<file path="config.mk">
export PLATFORM = sky130hd
export DESIGN_NAME = bitmap_extent_extractor_flat
export DESIGN_NICKNAME = d
export VERILOG_FILES = /design/src/design/bee_pkg.sv /design/src/design/bee_if.sv /design/src/design/bitmap_extent_extractor.sv /design/src/flat_wrapper.sv
export VERILOG_INCLUDE_DIRS = /design/src /design/src/design
export SDC_FILE = /design/constraint.sdc
export NUM_CORES = 1
export LEC_CHECK = 0
export BUFFER_PORTS_ARGS = -buffer_cell sky130_fd_sc_hd__buf_2
export CAP_MARGIN = 20
export CORE_MARGIN = 2
export CORE_UTILIZATION = 30
export DETAILED_ROUTE_END_ITERATION = 10
export SETUP_SLACK_MARGIN = 0.02
export SYNTH_ARGS = -nofsm -noshare
export SYNTH_HDL_FRONTEND = slang
export SYNTH_SLANG_ARGS = --single-unit
</file>
<file path="constraint.sdc">
create_clock -name clk -period 8.6 [get_ports clk]
set_input_delay 0 -clock clk [delete_from_list [all_inputs] [get_ports clk]]
set_output_delay 0 -clock clk [all_outputs]
set_load 0.005 [all_outputs]
</file>
<file path="src/design/bitmap_extent_extractor_macros.svh">
// Assertion macros for the bitmap extent extractor.
// Included by the files that assert; depends on nothing else.
`ifndef BITMAP_EXTENT_EXTRACTOR_MACROS_SVH
`define BITMAP_EXTENT_EXTRACTOR_MACROS_SVH

// Same-cycle implication, disabled while reset is asserted
`define BEE_ASSERT_IMP(label, clk, rst_n, ante, cons) \
	label: assert property (@(posedge clk) disable iff (!rst_n) (ante) |-> (cons)) \
		else $error("bitmap extent extractor: check failed");

// Next-cycle implication, disabled while reset is asserted
`define BEE_ASSERT_NXT(label, clk, rst_n, ante, cons) \
	label: assert property (@(posedge clk) disable iff (!rst_n) (ante) |=> (cons)) \
		else $error("bitmap extent extractor: check failed");

`endif

</file>
<file path="src/design/bee_pkg.sv">
// Shared widths, codes and types for the bitmap extent extractor.
// No dependencies; used by the channel interfaces, the top level and the test.
package bee_pkg;

	localparam int BYTE_W  = 8;
	localparam int START_W = 48;
	localparam int LEN_W   = 49;
	localparam int MAX_EXT = 4;

	// request codes
	localparam logic REQ_BYTE = 1'b0;
	localparam logic REQ_END  = 1'b1;

	// result codes
	localparam logic KIND_EXTENT  = 1'b0;
	localparam logic KIND_SUMMARY = 1'b1;

	// one closed run of a byte: start offset in the byte, or carried from an
	// earlier byte, and the offset of the free bit that closed it
	typedef struct packed {
		logic       carried;
		logic [2:0] s_off;
		logic [3:0] e_off;
	} ext_ent_t;

endpackage

</file>
<file path="src/design/bee_if.sv">
// Request and result channel interfaces of the bitmap extent extractor.
// Depends on bee_pkg for the payload widths.
interface bee_req_if;
	logic                       valid;
	logic                       ready;
	logic                       req_type;
	logic [bee_pkg::BYTE_W-1:0] bitmap_byte;

	modport source (output valid, req_type, bitmap_byte, input ready);
	modport sink   (input valid, req_type, bitmap_byte, output ready);
endinterface

interface bee_res_if;
	logic                        valid;
	logic                        ready;
	logic                        result_kind;
	logic [bee_pkg::START_W-1:0] extent_start;
	logic [bee_pkg::LEN_W-1:0]   extent_length;
	logic [bee_pkg::LEN_W-1:0]   used_count;
	logic                        last_of_run;

	modport source (output valid, result_kind, extent_start, extent_length, used_count,
		last_of_run, input ready);
	modport sink   (input valid, result_kind, extent_start, extent_length, used_count,
		last_of_run, output ready);
endinterface

</file>
<file path="src/design/bitmap_extent_extractor.sv">
// Bitmap extent extractor top level: allocation bitmap bytes in, extents and summary out.
// Depends on bee_pkg, bee_if.sv and bitmap_extent_extractor_macros.svh.
//
//  channel | dir | handshake           | payload
//  --------+-----+---------------------+------------------------------------------------
//  req     | in  | valid/ready         | req_type, bitmap_byte
//  res     | out | valid/ready         | result_kind, extent_start, extent_length,
//          |     |                     | used_count, last_of_run
//  cfg     | in  | cfg_we (no ready)   | cfg_data -> limit_q
//
// A request is decoded in the cycle it is accepted; its results (0 to 4) sit in a batch
// register and drain through a single result register at one result per cycle while the
// result side is ready; the next request is taken as a batch's last result is loaded.
// Reset clears the limit and all stream state at once; no clearing pass is needed.
// A stalled result side holds the result register; requests stall while a batch drains.
`include "bitmap_extent_extractor_macros.svh"

module bitmap_extent_extractor #(
	parameter int CLUSTER_BITS = 48
) (
	input  logic                        clk,
	input  logic                        arst_n,
	input  logic                        cfg_we,
	input  logic [bee_pkg::START_W-1:0] cfg_data,
	bee_req_if.sink                     req,
	bee_res_if.source                   res
);

	localparam int LW = (CLUSTER_BITS < bee_pkg::START_W) ? CLUSTER_BITS : bee_pkg::START_W;
	localparam int IW = LW + 1;

	// stream state
	logic [LW-1:0] limit_q;
	logic [IW-1:0] index_q;
	logic [LW-1:0] run_start_q;
	logic          in_run_q;
	logic [IW-1:0] alloc_q;

	// decode
	logic             in_range;
	logic [IW-1:0]    rem;
	logic [3:0]       nvalid;
	logic [7:0]       vmask;
	logic [7:0]       bits;
	logic             run;
	logic             cur_carried;
	logic [2:0]       cur_s;
	logic [2:0]       k;
	logic [3:0]       pop;
	bee_pkg::ext_ent_t ent_d [bee_pkg::MAX_EXT];
	logic [2:0]       ent_cnt_d;
	logic             sum_d;
	logic             has_res;
	logic [IW-1:0]    index_d;
	logic [IW-1:0]    alloc_d;
	logic [LW-1:0]    run_start_d;
	logic             in_run_d;
	logic [IW-1:0]    clen_d;
	logic             accept;

	// batch of results of one request
	logic             batch_valid_q;
	logic [2:0]       ptr_q;
	bee_pkg::ext_ent_t ent_s1 [bee_pkg::MAX_EXT];
	logic [2:0]       ent_cnt_s1;
	logic             sum_s1;
	logic [IW-1:0]    used_s1;
	logic [IW-1:0]    index_s1;
	logic [LW-1:0]    rstart_s1;
	logic [IW-1:0]    clen_s1;

	// emitter
	logic [2:0]        total;
	logic              is_ext;
	logic              last;
	logic              load;
	bee_pkg::ext_ent_t cur;
	logic [LW-1:0]     ext_start;
	logic [IW-1:0]     ext_len;

	// result register
	logic                        out_valid_q;
	logic                        res_kind_q;
	logic [bee_pkg::START_W-1:0] res_start_q;
	logic [bee_pkg::LEN_W-1:0]   res_len_q;
	logic [bee_pkg::LEN_W-1:0]   res_used_q;
	logic                        res_last_q;

	always_comb begin
		in_range = (index_q <= {1'b0, limit_q});
		rem      = {1'b0, limit_q} - index_q;
		if (!in_range) begin
			nvalid = 4'd0;
		end else if (rem >= IW'(7)) begin
			nvalid = 4'd8;
		end else begin
			nvalid = {1'b0, rem[2:0]} + 4'd1;
		end
		for (int b = 0; b < 8; b++) begin
			vmask[b] = (4'(b) < nvalid);
		end
		bits = req.bitmap_byte & vmask;

		// walk the valid bits, closing runs on a free bit
		run         = in_run_q;
		cur_carried = 1'b1;
		cur_s       = 3'd0;
		k           = 3'd0;
		pop         = 4'd0;
		for (int i = 0; i < bee_pkg::MAX_EXT; i++) begin
			ent_d[i] = '0;
		end
		for (int b = 0; b < 8; b++) begin
			if (vmask[b]) begin
				if (run && !bits[b]) begin
					if (k < 3'd4) begin
						ent_d[k[1:0]] = '{carried: cur_carried, s_off: cur_s, e_off: 4'(b)};
					end
					k   = k + 3'd1;
					run = 1'b0;
				end else if (!run && bits[b]) begin
					cur_s       = 3'(b);
					cur_carried = 1'b0;
					run         = 1'b1;
				end
			end
			pop = pop + 4'(bits[b]);
		end

		clen_d = index_q - {1'b0, run_start_q};

		if (req.req_type == bee_pkg::REQ_END) begin
			// flush an open run, then report and clear
			for (int i = 0; i < bee_pkg::MAX_EXT; i++) begin
				ent_d[i] = '0;
			end
			ent_d[0]    = '{carried: 1'b1, s_off: 3'd0, e_off: 4'd0};
			ent_cnt_d   = {2'b00, in_run_q};
			sum_d       = 1'b1;
			index_d     = '0;
			alloc_d     = '0;
			run_start_d = '0;
			in_run_d    = 1'b0;
		end else begin
			ent_cnt_d   = k;
			sum_d       = 1'b0;
			index_d     = index_q + IW'(nvalid);
			alloc_d     = alloc_q + IW'(pop);
			in_run_d    = run;
			run_start_d = (run && !cur_carried) ? LW'(index_q + IW'(cur_s)) : run_start_q;
		end
		has_res = (ent_cnt_d != 3'd0) || sum_d;
	end

	always_comb begin
		total     = ent_cnt_s1 + {2'b00, sum_s1};
		is_ext    = (ptr_q < ent_cnt_s1);
		last      = (ptr_q == (total - 3'd1));
		cur       = ent_s1[ptr_q[1:0]];
		ext_start = cur.carried ? rstart_s1 : LW'(index_s1 + IW'(cur.s_off));
		ext_len   = cur.carried ? (clen_s1 + IW'(cur.e_off))
			: IW'(cur.e_off - {1'b0, cur.s_off});
		load      = batch_valid_q && (!out_valid_q || res.ready);
	end

	assign req.ready = !batch_valid_q || (load && last);
	assign accept    = req.valid && req.ready;

	always_ff @(posedge clk or negedge arst_n) begin
		if (!arst_n) begin
			limit_q <= '0;
		end else if (cfg_we) begin
			limit_q <= cfg_data[LW-1:0];
		end
	end

	always_ff @(posedge clk or negedge arst_n) begin
		if (!arst_n) begin
			index_q     <= '0;
			alloc_q     <= '0;
			run_start_q <= '0;
			in_run_q    <= 1'b0;
		end else if (accept) begin
			index_q     <= index_d;
			alloc_q     <= alloc_d;
			run_start_q <= run_start_d;
			in_run_q    <= in_run_d;
		end
	end

	always_ff @(posedge clk or negedge arst_n) begin
		if (!arst_n) begin
			batch_valid_q <= 1'b0;
			ptr_q         <= 3'd0;
		end else if (accept) begin
			batch_valid_q <= has_res;
			ptr_q         <= 3'd0;
		end else if (load) begin
			if (last) begin
				batch_valid_q <= 1'b0;
				ptr_q         <= 3'd0;
			end else begin
				ptr_q <= ptr_q + 3'd1;
			end
		end
	end

	// snapshot of the state the results are computed from
	always_ff @(posedge clk) begin
		if (accept) begin
			ent_s1     <= ent_d;
			ent_cnt_s1 <= ent_cnt_d;
			sum_s1     <= sum_d;
			used_s1    <= alloc_q;
			index_s1   <= index_q;
			rstart_s1  <= run_start_q;
			clen_s1    <= clen_d;
		end
	end

	always_ff @(posedge clk or negedge arst_n) begin
		if (!arst_n) begin
			out_valid_q <= 1'b0;
		end else if (load) begin
			out_valid_q <= 1'b1;
		end else if (res.ready) begin
			out_valid_q <= 1'b0;
		end
	end

	always_ff @(posedge clk) begin
		if (load) begin
			res_kind_q  <= is_ext ? bee_pkg::KIND_EXTENT : bee_pkg::KIND_SUMMARY;
			res_start_q <= is_ext ? bee_pkg::START_W'(ext_start) : '0;
			res_len_q   <= is_ext ? bee_pkg::LEN_W'(ext_len) : '0;
			res_used_q  <= is_ext ? '0 : bee_pkg::LEN_W'(used_s1);
			res_last_q  <= last;
		end
	end

	assign res.valid         = out_valid_q;
	assign res.result_kind   = res_kind_q;
	assign res.extent_start  = res_start_q;
	assign res.extent_length = res_len_q;
	assign res.used_count    = res_used_q;
	assign res.last_of_run   = res_last_q;

	`BEE_ASSERT_IMP(a_ptr_in_batch, clk, arst_n, batch_valid_q, ptr_q < total)
	`BEE_ASSERT_IMP(a_summary_last, clk, arst_n,
		out_valid_q && (res_kind_q == bee_pkg::KIND_SUMMARY), res_last_q)
	`BEE_ASSERT_IMP(a_extent_nonzero, clk, arst_n,
		out_valid_q && (res_kind_q == bee_pkg::KIND_EXTENT), res_len_q != '0)
	`BEE_ASSERT_NXT(a_end_clears, clk, arst_n,
		accept && (req.req_type == bee_pkg::REQ_END),
		(index_q == '0) && (alloc_q == '0) && !in_run_q)

endmodule

</file>
<file path="src/flat_wrapper.sv">
// flat-port wrapper written by rule: the top's interface ports become plain ports
module bitmap_extent_extractor_flat 
#(
	parameter int CLUSTER_BITS = 48
)
  (clk, arst_n, cfg_we, cfg_data, req_valid, req_req_type, req_bitmap_byte, req_ready, res_valid, res_result_kind, res_extent_start, res_extent_length, res_used_count, res_last_of_run, res_ready);
  bee_req_if req_i ();
  bee_res_if res_i ();
  input  logic clk;
  input  logic arst_n;
  input  logic cfg_we;
  input  logic [bee_pkg::START_W-1:0] cfg_data;
  input wire logic [$bits(req_i.valid)-1:0] req_valid;
  input wire logic [$bits(req_i.req_type)-1:0] req_req_type;
  input wire logic [$bits(req_i.bitmap_byte)-1:0] req_bitmap_byte;
  output wire logic [$bits(req_i.ready)-1:0] req_ready;
  output wire logic [$bits(res_i.valid)-1:0] res_valid;
  output wire logic [$bits(res_i.result_kind)-1:0] res_result_kind;
  output wire logic [$bits(res_i.extent_start)-1:0] res_extent_start;
  output wire logic [$bits(res_i.extent_length)-1:0] res_extent_length;
  output wire logic [$bits(res_i.used_count)-1:0] res_used_count;
  output wire logic [$bits(res_i.last_of_run)-1:0] res_last_of_run;
  input wire logic [$bits(res_i.ready)-1:0] res_ready;
  assign req_i.valid = req_valid;
  assign req_i.req_type = req_req_type;
  assign req_i.bitmap_byte = req_bitmap_byte;
  assign req_ready = req_i.ready;
  assign res_valid = res_i.valid;
  assign res_result_kind = res_i.result_kind;
  assign res_extent_start = res_i.extent_start;
  assign res_extent_length = res_i.extent_length;
  assign res_used_count = res_i.used_count;
  assign res_last_of_run = res_i.last_of_run;
  assign res_i.ready = res_ready;
  bitmap_extent_extractor #(.CLUSTER_BITS(CLUSTER_BITS)) u_core (.clk(clk), .arst_n(arst_n), .cfg_we(cfg_we), .cfg_data(cfg_data), .req(req_i), .res(res_i));
endmodule
</file>
==> run_results.csv <==
group,metric,value,unit
outcome,status,"finished clean",
setup_path,path_class,"reg -> reg",
route,vias_per_cell,5.01,
power,p_leak,16.5,nW
floorplan,die_area,0.115,sq mm
global_routing,grt_pass1_vias,26000,
floorplan,core,0.111,sq mm
setup_path,crit_slowest_cell,"fa_1",
floorplan,ioPinCount,212,
clock_tree,tritoncts,"done",
sta,drv_slew,0,
layout,nNetsFinal,4016,
layout,multi_input_area,0.0168,sq mm
global_routing,grt-ovfl-total,0,
power,ir_worst_vdd,0.239,mV
sta,relSlewSlack,0.279,
synthesis,ys_seq_area_frac,0.483,
setup_path,worstPathRequired,9.14,ns
place,dp_hpwl,79300,microns
setup_path,r2r-start,"u_core.index_q[5]",
power,p_per_area,328,mW/mm^2
setup_path,path_max_fanout,6,
sta,max_freq,0.120,GHz
synthesis,syn_area_per_cell,10.3,sq um
layout,post-route-util,0.378,
sta,fin_crit_sh,0.971,
route,antenna_left,0,
global_routing,grt_max_degree,103,
synthesis,yosys_most_used_dff,"edfxtp_1",
sta,grt_setup_unrepaired,"yes",
synthesis,netlist_area,0.0336,sq mm
sta,tightest_slew,1.07,ns
clock_tree,cts_buffer_depth,3,
setup_path,crit_path_start_kind,"flop",
clock_tree,cts_max_level,3,
synthesis,async_flop_share,0.348,
global_routing,grt_pass1_wl,157000,microns
layout,layout-drive-gt1-share,0.231,
hold_path,hold_class,"in -> reg",
route,firstDrtPassIters,5,
sta,setup_violations,0,
route,vias,26700,
global_routing,antenna_found_initial,0,
hold_path,min_from,"cfg_we",
layout,fillers,11000,
clock_tree,clk_pin_slew,0.06,ns
layout,seq_area,0.0162,sq mm
place,io_buffers,211,
layout,n_antenna_cell,0,
layout,area_delta_synth_final,24.7,%
floorplan,chipWidth,339,microns
setup_path,cp.arrival,8.89,ns
setup_path,slowest_delay,0.59,ns
route,drt_iter0_markers,2102,
setup_path,r2r_slack,0.25,ns
run,drv_cap,0,
sta,final.min_clock_period,8.35,ns
place,pre_cts_ws,-0.173,ns
sta,finClkSkew,0.0412,ns
synthesis,synth_fp_nets,3488,
floorplan,num_rows,122,
sta,holdWs,0.104,ns
floorplan,initial_core_util,0.303,
route,drc_errors,0,
clock_tree,cts_buffers,68,
sta,final-hold-violation-count,0,
clock_tree,cts-root-buf,"clkbuf_16",
synthesis,yosysUniqueCellTypes,121,
clock_tree,clkLatencyLatePin,0.64,ns
floorplan,die_h,339,microns
place,place.gp.congestion,0.940,
global_routing,track_usage,0.176,
sta,layout_setup_ws,0.246,ns
synthesis,syn_inst,3256,
clock_tree,clock-sinks,574,
place,place_inst,5123,
route,wl_per_cell,19.4,microns
layout,instances_no_fill,5328,
synthesis,postSynthRegisterBits,574,
setup_path,startpoint,"u_core.index_q[5]",
synthesis,yosysWarnings,0,
route,wl,103000,microns
setup_path,cp-end-kind,"flop",
synthesis,synth-edff-count,374,
==> cells in the mapped netlist, drive strengths merged (21+ instances only) <==
cell | n | area share
o21a | 30 | 0.0067
a31oi | 28 | 0.0057
nand4 | 67 | 0.014
mux2 | 50 | 0.017
and2 | 83 | 0.016
and3 | 64 | 0.012
nand2b | 25 | 0.0049
edfxtp | 374 | 0.33
a22o | 23 | 0.0060
nand2 | 276 | 0.031
clkbuf | 83 | 0.0093
xnor2 | 161 | 0.043
o31ai | 35 | 0.0082
inv | 182 | 0.020
ha | 157 | 0.058
nor2b | 26 | 0.0048
buf | 36 | 0.0063
nor4 | 21 | 0.0043
or3 | 43 | 0.0082
dfrtp | 200 | 0.15
a211oi | 56 | 0.013
a21o | 53 | 0.012
nor2 | 276 | 0.031
o21ai | 130 | 0.020
nor3 | 78 | 0.012
a21oi | 203 | 0.032
nand3 | 129 | 0.019
xor2 | 116 | 0.030
==> critical path: cells and delay by family (launching register included) <==
kind                     cells  cell delay [ns]
adder cells (fa/ha/maj)      7             2.75
buffers and inverters        6             0.80
flip-flops                   1             0.38
AND/OR/NAND/NOR             10             1.88
AO/OA/AOI/OAI               12             2.41
==> area by class of cell <==
cell class | count | share of cell area
timing repair buffer | 577 | 0.0951
clock inverter | 40 | 0.00985
tap | 1488 | 0.0444
inverter | 183 | 0.0168
sequential | 574 | 0.388
clock buffer | 86 | 0.0442
multi-input combinational | 2380 | 0.402
==> path summary, 6_finish.rpt <==
path / endpoint / cells after the start
min: u_core.limit_q[0] / 3
min in group asynchronous: u_core.in_run_q / 3
max in group asynchronous: u_core.alloc_q[9] / 5
max reg2reg: u_core.alloc_q[43] / 35
min reg2reg: u_core.rstart_s1[30] / 0
max: u_core.alloc_q[43] / 35
==> repair_timing <==
item                       in CTS  in global routing
gates cloned                    0                  0
resized for setup              10                149
hold endpoints to repair      151                  0
hold buffers                   55                  0
pin swaps                       2                 55
setup buffers                   1                 23
setup endpoints to repair      31                 54
==> placed cells by master, fill, tap and decap left out, drive strengths merged, types with 130 or more instances in the layout <==
cell type / count
a21oi: 203
nand2: 276
edfxtp: 374
inv: 186
xnor2: 161
ha: 157
dfrtp: 200
o21ai: 130
buf: 523
nor2: 276
==> where the power goes <==
| part | internal (W) | switching (W) | total (W) |
|---|---|---|---|
| Sequential | 0.00421 | 0.000365 | 0.00457 |
| Combinational | 0.00253 | 0.00372 | 0.00625 |
| Clock | 0.00172 | 0.00121 | 0.00293 |
==> through the flow <==
| step | total power (W) | TNS (ns) | instance area (sq um) |
|---|---|---|---|
| after detailed placement | 0.0107 | -2.18 | 38200 |
| final | 0.0138 | 0 | 41900 |
| after floorplan | 0.00857 | 0 | 33600 |
| after global routing | 0.0147 | -1.73 | 41900 |
| after CTS | 0.0138 | -0.00924 | 41100 |
| after global placement | 0.0107 | -0.0854 | 38200 |
==> state kept, by name, summed over array words and instances, names as in the netlist, 3 cells and up <==
name and count:
u_core.alloc_q 49, u_core.clen_s1 49, u_core.ent_cnt_s1 3, u_core.ent_s1 28, u_core.index_q 49, u_core.index_s1 48, u_core.limit_q 48, u_core.ptr_q 3
u_core.res.extent_length 49, u_core.res.extent_start 48, u_core.res.used_count 49, u_core.rstart_s1 48, u_core.run_start_q 48, u_core.used_s1 49
==> layer usage <==
layer,share of wire,track usage
met1,0.47,0.251
met2,0.44,0.273
met3,0.054,0.0257
met4,0.030,0.0581
met5,0,0
==> logic make-up after synthesis <==
| kind of cell | synth area share |
|---|---|
| xor+xnor | 0.0732 |
| flops | 0.483 |
| buf+inv | 0.0360 |
| compound gates | 0.142 |
| mux | 0.0257 |
| fa+ha+maj | 0.0662 |
| simple gates | 0.173 |
No activity file was read; power rests on OpenSTA's default activity.
